File: src/design/best_fit_hole_allocator_macros.svh
// ----------------------------------------------------------------------------
// Best-fit hole allocator assertion macros
// Shared concurrent assertion forms, clocked on clk and disabled in reset.
// ----------------------------------------------------------------------------
`ifndef BEST_FIT_HOLE_ALLOCATOR_MACROS_SVH
`define BEST_FIT_HOLE_ALLOCATOR_MACROS_SVH

// Consequent must hold in the same cycle as the antecedent.
`define BFHA_ASSERT_IMP(label, ante, cons, msg) \
  label: assert property (@(posedge clk) disable iff (!rst_n) (ante) |-> (cons)) \
    else $error(msg);

// Consequent must hold in the cycle after the antecedent.
`define BFHA_ASSERT_NXT(label, ante, cons, msg) \
  label: assert property (@(posedge clk) disable iff (!rst_n) (ante) |=> (cons)) \
    else $error(msg);

`endif

File: src/design/bfha_pkg.sv
// ----------------------------------------------------------------------------
// bfha_pkg
// Sizes and controller/datapath interface types of the best-fit hole allocator.
// ----------------------------------------------------------------------------
package bfha_pkg;

  localparam int HOLES     = 64;
  localparam int SIZE_BITS = 16;
  localparam int IDX_W     = $clog2(HOLES);
  localparam int CNT_W     = $clog2(HOLES) + 1;

  localparam logic [CNT_W-1:0] HOLES_CNT = CNT_W'(HOLES);

  typedef logic [SIZE_BITS-1:0] size_t;
  typedef logic [IDX_W-1:0]     idx_t;
  typedef logic [CNT_W-1:0]     cnt_t;

  typedef struct packed {
    logic load;    // write one hole size from the accepted item
    logic start;   // latch a request and clear the running best
    logic issue;   // read the table entry at the scan address
    logic finish;  // write back the chosen hole and load the result
  } bfha_cmd_t;

  typedef struct packed {
    logic last_issue;  // scan address is the last entry in use
    logic limit_zero;  // no entries in use
    logic out_free;    // result register can take a new item
  } bfha_stat_t;

endpackage

File: src/design/bfha_ctrl.sv
// ----------------------------------------------------------------------------
// bfha_ctrl
// Sequencer for load, table scan, write-back and result hand-off.
// ----------------------------------------------------------------------------
`include "best_fit_hole_allocator_macros.svh"

module bfha_ctrl
  import bfha_pkg::*;
(
  input  logic       clk,
  input  logic       rst_n,
  input  logic       in_valid,
  input  logic       in_action,
  output logic       in_ready,
  input  bfha_stat_t stat_i,
  output bfha_cmd_t  cmd_o
);

  typedef enum logic [3:0] {
    S_IDLE  = 4'b0001,
    S_SCAN  = 4'b0010,
    S_DRAIN = 4'b0100,
    S_FIN   = 4'b1000
  } bfha_state_t;

  bfha_state_t state_r, state_nxt;
  logic        accept;

  assign in_ready = (state_r == S_IDLE);
  assign accept   = in_valid && in_ready;

  always_comb begin
    state_nxt    = state_r;
    cmd_o        = '0;
    unique case (state_r)
      S_IDLE: begin
        if (accept) begin
          if (in_action) begin
            cmd_o.start = 1'b1;
            state_nxt   = stat_i.limit_zero ? S_FIN : S_SCAN;
          end else begin
            cmd_o.load = 1'b1;
          end
        end
      end
      S_SCAN: begin
        cmd_o.issue = 1'b1;
        if (stat_i.last_issue) begin
          state_nxt = S_DRAIN;
        end
      end
      // The last read is compared here.
      S_DRAIN: begin
        state_nxt = S_FIN;
      end
      S_FIN: begin
        if (stat_i.out_free) begin
          cmd_o.finish = 1'b1;
          state_nxt    = S_IDLE;
        end
      end
      default: begin
        state_nxt = S_IDLE;
      end
    endcase
  end

  always_ff @(posedge clk) begin
    if (!rst_n) begin
      state_r <= S_IDLE;
    end else begin
      state_r <= state_nxt;
    end
  end

  `BFHA_ASSERT_NXT(a_scan_ends_in_drain, (state_r == S_SCAN) && stat_i.last_issue, state_r == S_DRAIN, "scan did not end in drain")
  `BFHA_ASSERT_NXT(a_fin_holds_when_busy, (state_r == S_FIN) && !stat_i.out_free, state_r == S_FIN, "result lost while output busy")
  `BFHA_ASSERT_IMP(a_cmds_exclusive, 1'b1, $countones(cmd_o) <= 1, "more than one command at once")

endmodule

File: src/design/bfha_dp.sv
// ----------------------------------------------------------------------------
// bfha_dp
// Hole table, scan address, best-fit compare and result register.
// ----------------------------------------------------------------------------
`include "best_fit_hole_allocator_macros.svh"

module bfha_dp
  import bfha_pkg::*;
(
  input  logic       clk,
  input  logic       rst_n,
  input  bfha_cmd_t  cmd_i,
  output bfha_stat_t stat_o,
  input  logic       cfg_valid,
  input  cnt_t       cfg_data,
  input  idx_t       in_hole_index,
  input  size_t      in_size_value,
  output logic       out_valid,
  input  logic       out_ready,
  output logic       out_found,
  output idx_t       out_alloc_index,
  output size_t      out_left_size
);

  size_t hole_mem [HOLES];

  cnt_t  hole_count_r;
  cnt_t  limit;
  size_t req_size_r;
  idx_t  addr_r;
  size_t rd_data_r;
  idx_t  cmp_idx_r;
  logic  cmp_valid_r;
  logic  have_r;
  idx_t  best_idx_r;
  size_t best_size_r;
  size_t left;
  logic  better;
  logic  mem_we;
  idx_t  mem_waddr;
  size_t mem_wdata;
  logic  out_valid_r;
  logic  out_found_r;
  idx_t  out_idx_r;
  size_t out_left_r;

  always_ff @(posedge clk) begin
    if (!rst_n) begin
      hole_count_r <= '0;
    end else if (cfg_valid) begin
      hole_count_r <= cfg_data;
    end
  end

  assign limit = (hole_count_r > HOLES_CNT) ? HOLES_CNT : hole_count_r;

  assign stat_o.limit_zero = (limit == '0);
  assign stat_o.last_issue = ({1'b0, addr_r} == (limit - cnt_t'(1)));
  assign stat_o.out_free   = !out_valid_r || out_ready;

  assign left = best_size_r - req_size_r;

  // Loads and the write-back share the single write port; they never coincide.
  always_comb begin
    mem_we    = 1'b0;
    mem_waddr = in_hole_index;
    mem_wdata = in_size_value;
    if (cmd_i.load) begin
      mem_we = ({1'b0, in_hole_index} < HOLES_CNT);
    end else if (cmd_i.finish && have_r) begin
      mem_we    = 1'b1;
      mem_waddr = best_idx_r;
      mem_wdata = left;
    end
  end

  always_ff @(posedge clk) begin
    if (mem_we) begin
      hole_mem[mem_waddr] <= mem_wdata;
    end
    if (cmd_i.issue) begin
      rd_data_r <= hole_mem[addr_r];
    end
  end

  always_ff @(posedge clk) begin
    cmp_idx_r <= addr_r;
    if (cmd_i.start) begin
      req_size_r <= in_size_value;
      addr_r     <= '0;
    end else if (cmd_i.issue) begin
      addr_r <= addr_r + idx_t'(1);
    end
  end

  // Strict less-than keeps the lowest index among equal sizes.
  assign better = cmp_valid_r && (rd_data_r >= req_size_r) &&
                  (!have_r || (rd_data_r < best_size_r));

  always_ff @(posedge clk) begin
    if (!rst_n) begin
      cmp_valid_r <= 1'b0;
      have_r      <= 1'b0;
    end else begin
      cmp_valid_r <= cmd_i.issue;
      if (cmd_i.start) begin
        have_r <= 1'b0;
      end else if (better) begin
        have_r <= 1'b1;
      end
    end
  end

  always_ff @(posedge clk) begin
    if (better) begin
      best_idx_r  <= cmp_idx_r;
      best_size_r <= rd_data_r;
    end
  end

  always_ff @(posedge clk) begin
    if (!rst_n) begin
      out_valid_r <= 1'b0;
    end else if (cmd_i.finish) begin
      out_valid_r <= 1'b1;
    end else if (out_ready) begin
      out_valid_r <= 1'b0;
    end
  end

  always_ff @(posedge clk) begin
    if (cmd_i.finish) begin
      out_found_r <= have_r;
      out_idx_r   <= have_r ? best_idx_r : '0;
      out_left_r  <= have_r ? left : '0;
    end
  end

  assign out_valid       = out_valid_r;
  assign out_found       = out_found_r;
  assign out_alloc_index = out_idx_r;
  assign out_left_size   = out_left_r;

  `BFHA_ASSERT_NXT(a_cmp_follows_issue, cmd_i.issue, cmp_valid_r, "compare stage missed a read")
  `BFHA_ASSERT_IMP(a_no_fit_zero, out_valid_r && !out_found_r, (out_idx_r == '0) && (out_left_r == '0), "no-fit result not cleared")
  `BFHA_ASSERT_NXT(a_out_held, out_valid_r && !out_ready, out_valid_r, "result dropped")

endmodule

File: src/design/best_fit_hole_allocator.sv
// ----------------------------------------------------------------------------
// best_fit_hole_allocator
// Best-fit search over a table of free hole sizes, with load and request items.
// ----------------------------------------------------------------------------
//  channel  dir  handshake            payload
//  in       in   in_valid/in_ready    in_action, in_hole_index, in_size_value
//  out      out  out_valid/out_ready  out_found, out_alloc_index, out_left_size
//  cfg      in   cfg_valid/cfg_ready  cfg_data (hole_count)
//
// A load item writes the hole table when it is accepted. A request item sweeps
// the single read port of the hole table one entry per cycle over
// min(hole_count, 64) entries, then the last compare and the write-back follow;
// when hole_count is zero it goes straight to the result hand-off.
// The result register lets loads be accepted while a result waits; a request
// waits in its final cycle until the result register is free.
// Reset clears hole_count and the control state; the table needs no clearing.
// ----------------------------------------------------------------------------
module best_fit_hole_allocator
  import bfha_pkg::*;
(
  input  logic  clk,
  input  logic  rst_n,
  input  logic  in_valid,
  output logic  in_ready,
  input  logic  in_action,
  input  idx_t  in_hole_index,
  input  size_t in_size_value,
  output logic  out_valid,
  input  logic  out_ready,
  output logic  out_found,
  output idx_t  out_alloc_index,
  output size_t out_left_size,
  input  logic  cfg_valid,
  output logic  cfg_ready,
  input  cnt_t  cfg_data
);

  bfha_cmd_t  cmd;
  bfha_stat_t stat;

  assign cfg_ready = 1'b1;

  bfha_ctrl u_ctrl (
    .clk       (clk),
    .rst_n     (rst_n),
    .in_valid  (in_valid),
    .in_action (in_action),
    .in_ready  (in_ready),
    .stat_i    (stat),
    .cmd_o     (cmd)
  );

  bfha_dp u_dp (
    .clk             (clk),
    .rst_n           (rst_n),
    .cmd_i           (cmd),
    .stat_o          (stat),
    .cfg_valid       (cfg_valid),
    .cfg_data        (cfg_data),
    .in_hole_index   (in_hole_index),
    .in_size_value   (in_size_value),
    .out_valid       (out_valid),
    .out_ready       (out_ready),
    .out_found       (out_found),
    .out_alloc_index (out_alloc_index),
    .out_left_size   (out_left_size)
  );

endmodule

File: config.mk
export PLATFORM = sky130hd
export DESIGN_NAME = best_fit_hole_allocator
export DESIGN_NICKNAME = d
export VERILOG_FILES = /design/src/design/bfha_pkg.sv /design/src/design/bfha_ctrl.sv /design/src/design/bfha_dp.sv /design/src/design/best_fit_hole_allocator.sv
export VERILOG_INCLUDE_DIRS = /design/src /design/src/design
export SDC_FILE = /design/constraint.sdc
export NUM_CORES = 1
export LEC_CHECK = 0
export ABC_CLOCK_PERIOD_IN_PS = 4700
export BUFFER_PORTS_ARGS = -buffer_cell sky130_fd_sc_hd__clkbuf_2
export CAP_MARGIN = 20
export CELL_PAD_IN_SITES_DETAIL_PLACEMENT = 0
export CELL_PAD_IN_SITES_GLOBAL_PLACEMENT = 1
export CORE_MARGIN = 2
export CORE_UTILIZATION = 25
export DETAILED_ROUTE_END_ITERATION = 12
export PLACE_DENSITY = 0.53
export SYNTH_ARGS = -nofsm -noshare
export SYNTH_HDL_FRONTEND = slang
export SYNTH_SLANG_ARGS = --single-unit
File: constraint.sdc
create_clock -name clk -period 4.7 [get_ports clk]
set_input_delay 0.235 -clock clk [delete_from_list [all_inputs] [get_ports clk]]
set_output_delay 0.235 -clock clk [all_outputs]
set_load 0.01 [all_outputs]
; Yosys cells after proc, flatten, opt, wreduce, memory -nomap -nowiden
; Memories as Yosys holds them, arrays and structs flattened. A register that Yosys moved wholly into a read port is not among the register bits.
; Cells that the tools add are included.
[totals]
word_cells = 66
out_inout_bits = 26
ramBits = 1024
ff_bits = 87
memories = 1
[classes]
n_eq_ne = 9
n_bitwise = 1
n_lt_le_gt_ge = 3
n_mux = 24
addsub = 3
reduce_logical = 12
[mem_list]
columns = memory, words, width, read_ports, rd_ports_with_merged_regs, wr, line_no
row1 = u_dp.hole_mem, 64, 16, 1, 1, 1, bfha_dp.sv:25  ; size_t hole_mem [HOLES];
[ops]
columns = op, count
row1 = two-way mux 16 bit, 2
row2 = two-way mux 4 bit, 5
row3 = greater-or-equal comparator 16 bit, 1
row4 = less-than comparator 16 bit, 1
row5 = case mux 4 bit (4 select lines), 1
row6 = subtractor 16 bit, 1
row7 = two-way mux 6 bit, 2
row8 = two-way mux 1 bit, 11
row9 = != test 2 bit (second input constant), 4
row10 = equality test 6 x 7 -> 1 bit, 1
row11 = > comparator 7 bit (second input constant), 1
row12 = logical NOT 7 bit, 1
row13 = two-way mux 7 bit, 1
row14 = subtractor 7 x 1 -> 7 bit (second input constant), 1
row15 = adder 6 x 1 -> 6 bit (second input constant), 1
row16 = equality test 4 x 1 -> 1 bit (second input constant), 1
row17 = equality test 4 x 2 -> 1 bit (second input constant), 1
row18 = equality test 4 x 3 -> 1 bit (second input constant), 1
row19 = equality test 4 bit (second input constant), 1
row20 = logical AND 1 bit, 4
row21 = two-way mux 2 bit, 2
row22 = AND reduction 4 bit, 1
row23 = logical NOT 1 bit, 2
row24 = logical OR 1 bit, 2
row25 = other kinds (3), 3

; Logic depth before layout (Yosys ltp)
[logic_depth]
depth_word = 9
depth_mapped = 9

; Cells and area by module
; From an unflattened synthesis, not the netlist that was laid out.
[hier_totals]
hier_cells = 2317
hier_area_um2 = 44888.1
[modules_own_cells]
columns = mod, area_per_inst_um2, cells_per_inst, instances
row1 = bfha_dp, 44627.8, 2287, 1
row2 = bfha_ctrl, 249.0, 28, 1
row3 = best_fit_hole_allocator, 11.3, 2, 1

; Worst setup path after synthesis
; No wires, ideal clock.
[synth_path]
path_kind = reg-to-reg
start = reg u_dp.best_size_r[7]
end = mem u_dp.hole_mem[0][12] in the netlist's numbering, data pin
period_less_slack_ns = 4.984
t_arrival_ns = 4.282
path_stages_with_launch = 7
setup_ns = 0.702
setup_slack_ns = -0.284
path_cell_list = edfxtp_1 -> ha_1 -> a211o_1 -> o32ai_1 -> mux2i_1 -> a221oi_1 -> o21ai_0
[synth_via]
elab_chain_len = 3
[synth_lines]
columns = element, line_no
row1 = from (decl), bfha_dp.sv:36  ; size_t best_size_r;
row2 = from (signal assigned), bfha_dp.sv:117  ; best_size_r <= rd_data_r;
row3 = subtractor 16 bit, bfha_dp.sv:61  ; assign left = best_size_r - req_size_r;
row4 = two-way mux 16 bit, bfha_dp.sv:70  ; end else if (cmd_i.finish && have_r) begin
row5 = two-way mux 16 bit, bfha_dp.sv:68  ; if (cmd_i.load) begin
row6 = via u_dp.mem_wdata[12], bfha_dp.sv:41  ; size_t mem_wdata;
row7 = to (decl), bfha_dp.sv:25
; The timed path passes the listed nets, and every way through them passes these cells.

; Worst setup path in the final report
[layout_path]
start = reg u_ctrl.state_r[3]
end = mem u_dp.hole_mem[13][9] in the netlist's numbering, data pin
[layout_via]
elab_chain_len = 5
elab_cells_between_ends = 9
classes_between = eq/ne (2) / mux (5) / reduce/logical (2)
[layout_lines]
columns = element, line_no
row1 = from (decl), bfha_ctrl.sv:26  ; bfha_state_t state_r, state_nxt;
row2 = from (signal assigned), bfha_ctrl.sv:72  ; state_r <= state_nxt;
row3 = equality test 4 bit or equality test 4 x 1 -> 1 bit (tied branches), "bfha_ctrl.sv:35, bfha_ctrl.sv:29"
row4 = two-way mux 1 bit or logical AND 1 bit (tied branches), "bfha_ctrl.sv:35, bfha_ctrl.sv:30"
row5 = logical AND 1 bit or two-way mux 2 bit (tied branches), "bfha_dp.sv:70, bfha_ctrl.sv:37"
row6 = two-way mux 16 bit or two-way mux 2 bit (tied branches), "bfha_dp.sv:70, bfha_ctrl.sv:35"
row7 = two-way mux 16 bit (*), bfha_dp.sv:68
row8 = via u_dp.mem_wdata[9], bfha_dp.sv:41
; Mark *: on every way through the listed nets, which the timed path passes. The rest lies on a longest branch.

==> impl_metrics.env <==
export IMPL_worstSkewPairLatency_ns=0.72
export IMPL_relSlewSlack_pct=22.9
export IMPL_holdWs_ns=0.281
export IMPL_drv_slew=0
export IMPL_fmax_ghz=0.275
export IMPL_clock_path_buffers=3
export IMPL_h_tree_depth=3
export IMPL_setup_tns_ns=0
export IMPL_setup_violations=0
export IMPL_setup_worst_path_class="reg -> reg"
export IMPL_fp_row_count=154
export IMPL_r2r_slack_ns=1.06
export IMPL_cts_sinks=1127
export IMPL_finalHoldViolCount=0
export IMPL_rr_startpoint="u_ctrl.state_r[3]"
export IMPL_ir_drop_uv=264
export IMPL_end_kind="flip-flop"
export IMPL_area_delta_synth_final_pct=18.7
export IMPL_drt_wl_total_um=123000
export IMPL_final_net_count=2497
export IMPL_die_w_um=425
export IMPL_drive_above_1_share_pct=26.0
export IMPL_root_buffer="clkbuf_16"
export IMPL_drt_iter0_drc=2112
export IMPL_yosysUniqueCellTypes=67
export IMPL_dp_hpwl_um=75400
export IMPL_coreArea_um2=176000
export IMPL_synth_main_ff_cell="edfxtp_1"
export IMPL_gp_congestion=0.795
export IMPL_synth_seq_cells=1127
export IMPL_synth_edf_count=1101
export IMPL_worst_pin_slew_ns=1.16
export IMPL_period_needed_ns=3.64
export IMPL_p_int_uw=16900
export IMPL_via_per_inst=4.66
export IMPL_multiInputGateArea_um2=10300
export IMPL_period_share_pct=77.3
export IMPL_switching_power_uw=4670
export IMPL_wire_per_inst_um=25.4
export IMPL_p_leak_uw=0.0166
export IMPL_power_share_sequential_pct=51.5
export IMPL_vias=22600
export IMPL_max_stage_delay_ns=0.82
export IMPL_grt_overflow=0
export IMPL_grt_max_degree=65
export IMPL_cts_tree="built"
export IMPL_netlist_area_um2=44400
export IMPL_reg2reg_to="u_dp.hole_mem[13][9]"
export IMPL_ios=61
export IMPL_yosysWarnings=0
export IMPL_clockPowerShare_pct=42.1
export IMPL_die_area_um2=181000
export IMPL_cts_buffers=115
export IMPL_antenna_found_initial=6
export IMPL_cp_arrival_ns=4.14
export IMPL_whs_path_depth=2
export IMPL_crit_required_ns=5.21
export IMPL_fillCellCount=17100
export IMPL_reg2regPathDepth=5
export IMPL_drt_pass1_iter_count=7
export IMPL_start_kind="flip-flop"
export IMPL_fin_util_pct=29.9
export IMPL_cpMostUsedCell="buf_4"
export IMPL_portBuffers=59
export IMPL_status="finished, final reports clean"
export IMPL_first_global_vias=23500
export IMPL_worstPathCellList="nor4b_2 > and3_1 > buf_4 > mux2_2 > buf_4"
export IMPL_clock_skew_final_ns=0.0299
export IMPL_syn_num_nets=2250
export IMPL_synth_async_reset_ratio_pct=0
export IMPL_worst_hold_path_type="in -> reg"
export IMPL_syn_area_per_cell_um2=20.5
export IMPL_crit_slowest_cell="mux2_2"
export IMPL_switching_share_pct=21.7
export IMPL_power_density_nw_per_um2=409
export IMPL_min_to="u_dp.req_size_r[8]"
export IMPL_start_util_pct=25.2
export IMPL_seq_area_frac_synth_pct=75.7
export IMPL_antenna_left=0
export IMPL_grt_first_pass_wirelength_um=176000
export IMPL_drc_errors=0
export IMPL_critPathMaxFanout=37
export IMPL_fp_dieH_um=425
export IMPL_rsz0062_at_grt="no"
export IMPL_synth_cells=2166
export IMPL_hold_start="in_size_value[8]"
export IMPL_combPwrFrac_pct=6.5
export IMPL_cap_viol_max_count=0
export IMPL_path_clk_slew_ns=0.06
export IMPL_grt_usage_pct=13.5
export IMPL_register_area_um2=33600
-- area by class of cell --
cell class | instances | share of cell area [%]
inverters | 46 | 0.328
well taps | 2340 | 5.56
flip-flops and latches | 1127 | 63.7
clock inverters | 76 | 1.30
repair buffers | 238 | 3.76
clock buffers | 141 | 5.81
diodes | 2 | 0.00950
multi-input cells | 885 | 19.5
-- layer usage --
metal | up-vias | GRT usage (%) | part of all wire (%)
met3 | 149 | 1.84 | 5.1
met5 | - | 0 | 0
met4 | 0 | 4.39 | 2.5
met1 | 12200 | 18.4 | 44
li1 | 9541 | - | -
met2 | 685 | 22.3 | 49
-- sequential cells by signal (all words and copies together) (netlist names), 4 cells and up --
signal and flops:
u_dp.addr_r 6, u_ctrl.state_r 4, u_dp.req_size_r 16, u_dp.out_alloc_index 6
u_dp.best_size_r 16, u_dp.cmp_idx_r 6, u_dp.out_left_size 16, u_dp.hole_count_r 7
u_dp.hole_mem 1024, u_dp.best_idx_r 6, u_dp.rd_data_r 16
-- power by group through the flow --
stage               clock [µW]  sequential (µW)  combinational [µW]
finish                    9070            11100                1390
global route              9670            11100                1510
CTS                       9290            11100                1420
detailed placement           0            11300                1390
global placement             0            11300                1360
floorplan                    0            11300                 914
-- placed cells by master, fill, tap and decap left out, types with 32 or more instances in the layout --
master,instances
a221oi_1,34
a22o_1,32
a22oi_1,80
buf_4,117
clkbuf_16,118
clkbuf_2,59
clkinv_1,33
dlygate4sd3_1,43
edfxtp_1,1101
ha_1,48
inv_1,45
mux4_2,256
nand2_1,80
nor2_1,85
-- critical path: cells and delay by family, from the launching register on --
kind	cells	cell delay, ns
and+or+nand+nor	2	1.30
DFF	1	0.45
buffers and inverters	2	0.76
muxes	1	0.82
-- logic make-up after synthesis --
group | Yosys count | synth area share [%]
flops | 1127 | 75.7
mux | 275 | 13.4
buf+inv | 154 | 1.45
xor+xnor | 24 | 0.474
other cells | 1 | 0.00845
compound gates | 267 | 4.53
fa+ha+maj | 49 | 1.40
simple gates | 269 | 3.02
-- worst max-delay path by stage --
| stage | startpoint | end | slack, ns | depth (start not counted) |
|---|---|---|---|---|
| after global placement | u_dp.addr_r[1] | u_dp.rd_data_r[5] | 0.94 | 5 |
| after detailed placement | u_ctrl.state_r[3] | u_dp.hole_mem[14][9] | 1.06 | 5 |
| after floorplan | u_ctrl.state_r[0] | u_dp.hole_mem[0][0] | -0.006 | 6 |
| after CTS | u_ctrl.state_r[3] | u_dp.hole_mem[10][9] | 1.06 | 5 |
| after global routing | u_ctrl.state_r[3] | u_dp.hole_mem[10][9] | 0.89 | 5 |
| final | u_ctrl.state_r[3] | u_dp.hole_mem[13][9] | 1.06 | 5 |
-- repair_timing --
item,CTS,global route
gates resized for setup,0,0
hold buffers,43,0
setup buffers,0,0
endpoints found under the hold margin,30,0
-- synth_stat cells, types with 3 or more instances --
library cell / n / area [µm²]
a211oi_1: 3 / 22.5
a21bo_2: 3 / 30.0
a21o_1: 10 / 75.1
a21oi_1: 23 / 115
a221oi_1: 34 / 298
a22o_1: 32 / 280
a22oi_1: 80 / 601
and2_1: 18 / 113
and3_1: 4 / 25.0
buf_1: 16 / 60.1
buf_2: 33 / 165
buf_4: 3 / 22.5
clkbuf_1: 54 / 203
dfxtp_1: 26 / 521
edfxtp_1: 1101 / 33100
ha_1: 48 / 601
inv_1: 45 / 169
mux2_2: 7 / 78.8
mux2i_1: 11 / 110
mux4_2: 256 / 5770
nand2_1: 83 / 312
nand2b_1: 9 / 56.3
nand3_1: 14 / 70.1
nand4_1: 7 / 43.8
nand4b_1: 6 / 52.6
nor2_1: 86 / 323
nor2b_1: 15 / 93.8
nor3_1: 3 / 15.0
nor4b_1: 6 / 52.6
nor4b_2: 4 / 60.1
o211ai_1: 5 / 37.5
o21a_1: 7 / 52.6
o21ai_0: 20 / 100
o21ai_1: 9 / 45.0
o21ba_1: 3 / 30.0
o21bai_1: 4 / 30.0
o221ai_1: 18 / 158
xnor2_1: 12 / 105
xor2_1: 12 / 105
-- stage by stage --
| stage | area [µm²] | total power [µW] | worst slack, ns | cells |
|---|---|---|---|---|
| after CTS | 52600 | 21800 | 1.06 | 4850 |
| after detailed placement | 48500 | 12700 | 1.06 | 4590 |
| final | 52700 | 21600 | 1.06 | 4855 |
| after global placement | 48400 | 12700 | 0.939 | 4583 |
| after global routing | 52700 | 22300 | 0.892 | 4854 |
| after floorplan | 44400 | 12200 | -0.00613 | 2166 |
Power figures use the tool's default switching activity.
